## config.mk

```make
export PLATFORM = sky130hd
export DESIGN_NAME = bsa_ctrl
export DESIGN_NICKNAME = d
export VERILOG_FILES = /design/src/hw/rtl/bsa_pkg.sv /design/src/hw/rtl/bsa_ctrl.sv
export SDC_FILE = /design/constraint.sdc
export NUM_CORES = 1
export LEC_CHECK = 0
export BUFFER_PORTS_ARGS = -buffer_cell sky130_fd_sc_hd__buf_4
export CORE_AREA = 5 5 42 44
export DETAILED_ROUTE_END_ITERATION = 10
export DIE_AREA = 0 0 47 49
export MAX_ROUTING_LAYER = met4
export PLACE_DENSITY_LB_ADDON = 0.08
export SLEW_MARGIN = 40
export SYNTH_ARGS = -nofsm -noshare
export SYNTH_HDL_FRONTEND = slang
export SYNTH_SLANG_ARGS = --single-unit
```

## constraint.sdc

```tcl
create_clock -name i_clk -period 1.57 [get_ports i_clk]
set_clock_uncertainty 0.2 [all_clocks]
set_input_delay 0.0785 -clock i_clk [delete_from_list [all_inputs] [get_ports i_clk]]
set_output_delay 0.0785 -clock i_clk [all_outputs]
set_load 0.05 [all_outputs]
```

## src/hw/rtl/bsa_pkg.sv

```systemverilog
`default_nettype none
// ----------------------------------------------------------------------------
// bsa_pkg
// Shared types and constants of the bitmap slot allocator: word formats,
// status and register codes, controller/datapath command and status groups.
// ----------------------------------------------------------------------------
package bsa_pkg;

    localparam int REGION_BYTES_DEF  = 65536;
    localparam int MAP_WORD_BITS_DEF = 64;

    localparam int ADDR_W     = 48;
    localparam int STATUS_W   = 3;
    localparam int FREE_W     = 17;
    localparam int LOG2_W     = 5;
    localparam int MAX_LOG2   = 16;
    localparam int RESET_LOG2 = 4;
    localparam int CFG_IDX_W  = 4;
    localparam int CFG_DATA_W = 48;

    localparam logic [CFG_IDX_W-1:0] CFG_SLOT_SIZE_LOG2 = CFG_IDX_W'(0);
    localparam logic [CFG_IDX_W-1:0] CFG_BASE_ADDRESS   = CFG_IDX_W'(1);

    localparam logic OP_ALLOC = 1'b0;
    localparam logic OP_FREE  = 1'b1;

    typedef enum logic [STATUS_W-1:0] {
        ST_OK           = 3'd0,
        ST_FULL         = 3'd1,
        ST_OUTSIDE      = 3'd2,
        ST_MISALIGNED   = 3'd3,
        ST_ALREADY_FREE = 3'd4
    } t_status;

    typedef struct packed {
        logic              opcode;
        logic [ADDR_W-1:0] address;
    } t_req;

    typedef struct packed {
        t_status           status;
        logic [ADDR_W-1:0] slot_address;
        logic              in_region;
        logic [FREE_W-1:0] free_slots;
    } t_rsp;

    typedef struct packed {
        logic [CFG_IDX_W-1:0]  index;
        logic [CFG_DATA_W-1:0] value;
    } t_cfg;

    typedef struct packed {
        logic fill;
        logic take;
        logic calc;
        logic scan;
        logic take_slot;
        logic free_check;
        logic free_bit;
        logic emit;
    } t_cmd;

    typedef struct packed {
        logic refill;
        logic fill_last;
        logic req_accept;
        logic op_free;
        logic empty;
        logic word_hit;
        logic scan_end;
        logic free_good;
        logic out_free;
    } t_sts;

endpackage
`default_nettype wire

```

## src/hw/rtl/bsa_ctrl.sv

```systemverilog
`default_nettype none
// ----------------------------------------------------------------------------
// bsa_ctrl
// Sequencer of the slot allocator: map refill, allocate scan, free check
// and result hand-off.
// ----------------------------------------------------------------------------
module bsa_ctrl (
    input  wire logic          i_clk,
    input  wire logic          i_rst_n,
    input  wire bsa_pkg::t_sts i_sts,
    output bsa_pkg::t_cmd      o_cmd
);
    import bsa_pkg::*;

    typedef enum logic [2:0] {
        S_FILL,
        S_IDLE,
        S_CALC,
        S_ALLOC_SCAN,
        S_ALLOC_TAKE,
        S_FREE_CHK,
        S_FREE_BIT,
        S_EMIT
    } t_state;

    t_state r_state;
    t_state n_state;

    always_comb begin
        o_cmd   = '0;
        n_state = r_state;
        unique case (r_state)
            S_FILL: begin
                o_cmd.fill = 1'b1;
                if (i_sts.fill_last) begin
                    n_state = S_IDLE;
                end
            end
            S_IDLE: begin
                o_cmd.take = 1'b1;
                if (i_sts.req_accept) begin
                    n_state = S_CALC;
                end
            end
            S_CALC: begin
                o_cmd.calc = 1'b1;
                if (i_sts.op_free) begin
                    n_state = S_FREE_CHK;
                end else if (i_sts.empty) begin
                    n_state = S_EMIT;
                end else begin
                    n_state = S_ALLOC_SCAN;
                end
            end
            S_ALLOC_SCAN: begin
                o_cmd.scan = 1'b1;
                if (i_sts.word_hit) begin
                    n_state = S_ALLOC_TAKE;
                end else if (i_sts.scan_end) begin
                    n_state = S_EMIT;
                end
            end
            S_ALLOC_TAKE: begin
                o_cmd.take_slot = 1'b1;
                n_state         = S_EMIT;
            end
            S_FREE_CHK: begin
                o_cmd.free_check = 1'b1;
                n_state          = i_sts.free_good ? S_FREE_BIT : S_EMIT;
            end
            S_FREE_BIT: begin
                o_cmd.free_bit = 1'b1;
                n_state        = S_EMIT;
            end
            S_EMIT: begin
                if (i_sts.out_free) begin
                    o_cmd.emit = 1'b1;
                    n_state    = S_IDLE;
                end
            end
            default: begin
                n_state = S_FILL;
            end
        endcase
    end

    always_ff @(posedge i_clk) begin
        if (!i_rst_n) begin
            r_state <= S_FILL;
        end else if (i_sts.refill) begin
            r_state <= S_FILL;
        end else begin
            r_state <= n_state;
        end
    end
endmodule
`default_nettype wire

```

==> flow_summary.yaml <==
detailed_routing:
  firstDrtPassIters: 2
  drc_errors: 0
  vias: 369
  drtIter0Drc: 5
  vias_per_cell: 4.56
  ant_nets: 0
  drt-total-wl_um: 917
  wl_per_cell_um: 11.3
setup_path:
  critical_path.top_delay_family: "simple AND/OR/NAND/NOR gates"
  cp.depth: 3
  critPathSlowestCell: "or4_4"
  cp-startpoint: "r_state[2]"
  crit_path_end_kind: "register"
  crit_chain: "and3_4 > or4_4 > o31ai_2"
  rr_worst_depth: 3
  path_max_fanout: 8
  endpoint: "r_state[2]"
  critPathKind: "reg -> reg"
  timing.rr.end: "r_state[2]"
  required_ns: 1.51
  r2r-start: "r_state[2]"
  critical_path.startpoint_type: "register"
  crit_buf_inv: 0
  cpPeakStageDelay_ns: 0.50
  regToRegSetupSlack_ns: 0.09
  arrival_ns: 1.43
job:
  maxCapViolations: 0
placement:
  numPortBuffers: 18
  hpwlAfterDp_um: 730
  place_ws_ns: 0.0494
  dp.cells: 74
  place_congestion: 0.716
yosys:
  syn_nets: 49
  syn_area_um2: 287
  synth-async-reset-ratio_pct: 0
  ys_ff_latch: 3
  synthFlopType: "dfxtp_1"
  yosysWarnings: 0
  netlist_instances: 38
  yosysTopAreaCellShare_pct: 21.0
  synth_cell_types: 24
  yosysSeqAreaShare_pct: 21.0
  synth.area.top_cells: "dfxtp_1 21%, nor3b_1 7.9%, and3b_1 6.1%"
  syn_area_per_cell_um2: 7.54
  synth-edff-count: 0
  yosys.area.top_type: "dfxtp_1"
floorplan:
  start_util_pct: 20.4
  num_io_pins: 19
  die_h_um: 49
  fp.dieW_um: 47
  rows: 14
  die_area_mm2: 0.00230
  coreArea_mm2: 0.00140
timing:
  worst_slew_pin_slew_ns: 0.291
  max_freq_ghz: 0.674
  grt_setup_unrepaired: "false"
  setup_viol: 0
  tns_ns: 0
  fin_ws_ns: 0.0862
  fin_crit_ns: 1.48
  slew_headroom_pct: 80.3
  hold_viol: 0
  drv_slew: 0
  fin_crit_sh_pct: 94.5
power_and_ir_drop:
  power_density_mw_per_mm2: 522
  power_leakage_nw: 0.252
  p_total_uw: 287
  vdd_drop_max_v: 0.000253
clock_tree:
  clk_pin_slew_ns: 0.04
  insertion_delay_ns: 0.23
  cts_made_buffers: 3
  root_buffer: "clkbuf_4"
  cts_tree: "built"
  cts.sinks: 3
  h-tree-depth: 1
  clock_path_buffers: 2
global_route:
  grtUsageMet1_pct: 13.3
  gr-usage-met3_pct: 4.80
  grt_start_max_net_pins: 11
  antenna_found_initial: 0
  use_met2_pct: 13.6
  grt_usage_pct: 10.1
  grt_busiest_layer: "met2"
  overflow: 0
  grt_pass1_vias: 376
  grt_pass1_wl_mm: 1.67
final_layout:
  largest_reg_flops: 3
  diodes: 0
  final_cell_count_no_fill: 81
  reg_top3: "r_state x3"
  fin_nets: 77
  nFillCells: 155
  drive_above_1_share_pct: 56.9
  area_growth_pct: 91.7
  finish.utilization_pct: 39.2
  top_register: "r_state"
status:
  outcome: "complete, no violations"
min_path:
  hold_class: "in -> reg"
[cell usage in the layout, fill, tap and decap left out]
| cell type | n |
|---|---|
| a31oi_1 | 1 |
| and2_1 | 2 |
| and3_4 | 1 |
| and3b_1 | 2 |
| buf_4 | 23 |
| clkbuf_1 | 1 |
| clkbuf_4 | 3 |
| dfxtp_2 | 2 |
| dfxtp_4 | 1 |
| dlygate4sd3_1 | 3 |
| inv_1 | 1 |
| nand2_1 | 3 |
| nand3b_1 | 1 |
| nor2_1 | 1 |
| nor2_2 | 2 |
| nor2b_1 | 2 |
| nor3_1 | 1 |
| nor3_2 | 1 |
| nor3b_1 | 1 |
| nor3b_2 | 2 |
| nor4_1 | 1 |
| nor4b_1 | 1 |
| o211ai_1 | 1 |
| o21a_1 | 1 |
| o21ai_0 | 1 |
| o22ai_1 | 1 |
| o31ai_1 | 2 |
| o31ai_2 | 1 |
| or4_1 | 1 |
| or4_4 | 1 |
[cell usage after synthesis, drive strengths merged, types with 2 or more instances]
cell / count
and2: 2
and3b: 2
clkbuf: 2
dfxtp: 3
nand2: 3
nor2: 3
nor2b: 2
nor3: 2
nor3b: 3
o31ai: 3
or4: 2
[layer usage]
| metal | routed length, um | part of all wire, % |
|---|---|---|
| met2 | 433 | 47 |
| met1 | 433 | 47 |
| met3 | 50 | 5.5 |
| met5 | 0 | 0 |
| met4 | 0 | 0 |
[worst min-delay path by stage]
| stage | cells past startpoint | endpoint | from | slack (ns) |
|---|---|---|---|---|
| 2_1_floorplan | 3 | r_state[2] | i_sts[0] | 0.09 |
| 3_3_place_gp | 4 | r_state[2] | i_sts[8] | 0.22 |
| 3_5_place_dp | 4 | r_state[2] | i_sts[8] | 0.21 |
| 4_1_cts | 3 | r_state[0] | i_rst_n | 0.003 |
| 5_1_grt | 3 | r_state[0] | i_rst_n | 0.04 |
| 6_report | 3 | r_state[0] | i_rst_n | 0.00004 |
[kinds of logic after synthesis]
| group | count (synthesis) | synth area share [%] |
|---|---|---|
| and+or+nand+nor | 23 | 52.4 |
| AOI/OAI and AO/OA | 8 | 21.0 |
| buffers and inverters | 4 | 5.67 |
| DFF | 3 | 21.0 |
[report_power, final]
group          total (mW)  internal [mW]  switching (mW)
Sequential         0.0805         0.0773         0.00325
Clock               0.135         0.0952          0.0394
Combinational      0.0716         0.0383          0.0333
[stage by stage]
stage	hold WS (ns)	cell area, um^2
finish	0.0000429	549
global route	0.0376	549
CTS	0.00315	546
detailed placement	0.213	487
global placement	0.217	487
floorplan	0.0903	307
[area by class of cell]
class / count / area [um^2] / area share, %
multi-input combinational: 31 / 230 / 41.9
timing repair buffer: 26 / 203 / 36.9
sequential: 3 / 66.3 / 12.1
clock buffer: 4 / 26.3 / 4.78
tap: 16 / 20.0 / 3.64
inverter: 1 / 3.75 / 0.683
[tightest hold or removal path, stage by stage]
cell and delay [ns]:
buf_4 0.11, nand3b_1 0.14, a31oi_1 0.05
[timing repair]
action / CTS / global route
endpoints found under the hold margin: 3 / 0
resized for setup: 2 / 2
hold buffers: 3 / 0
endpoints found under the setup margin: 2 / 4
setup buffers: 0 / 0
Power figures use the tool's default switching activity.
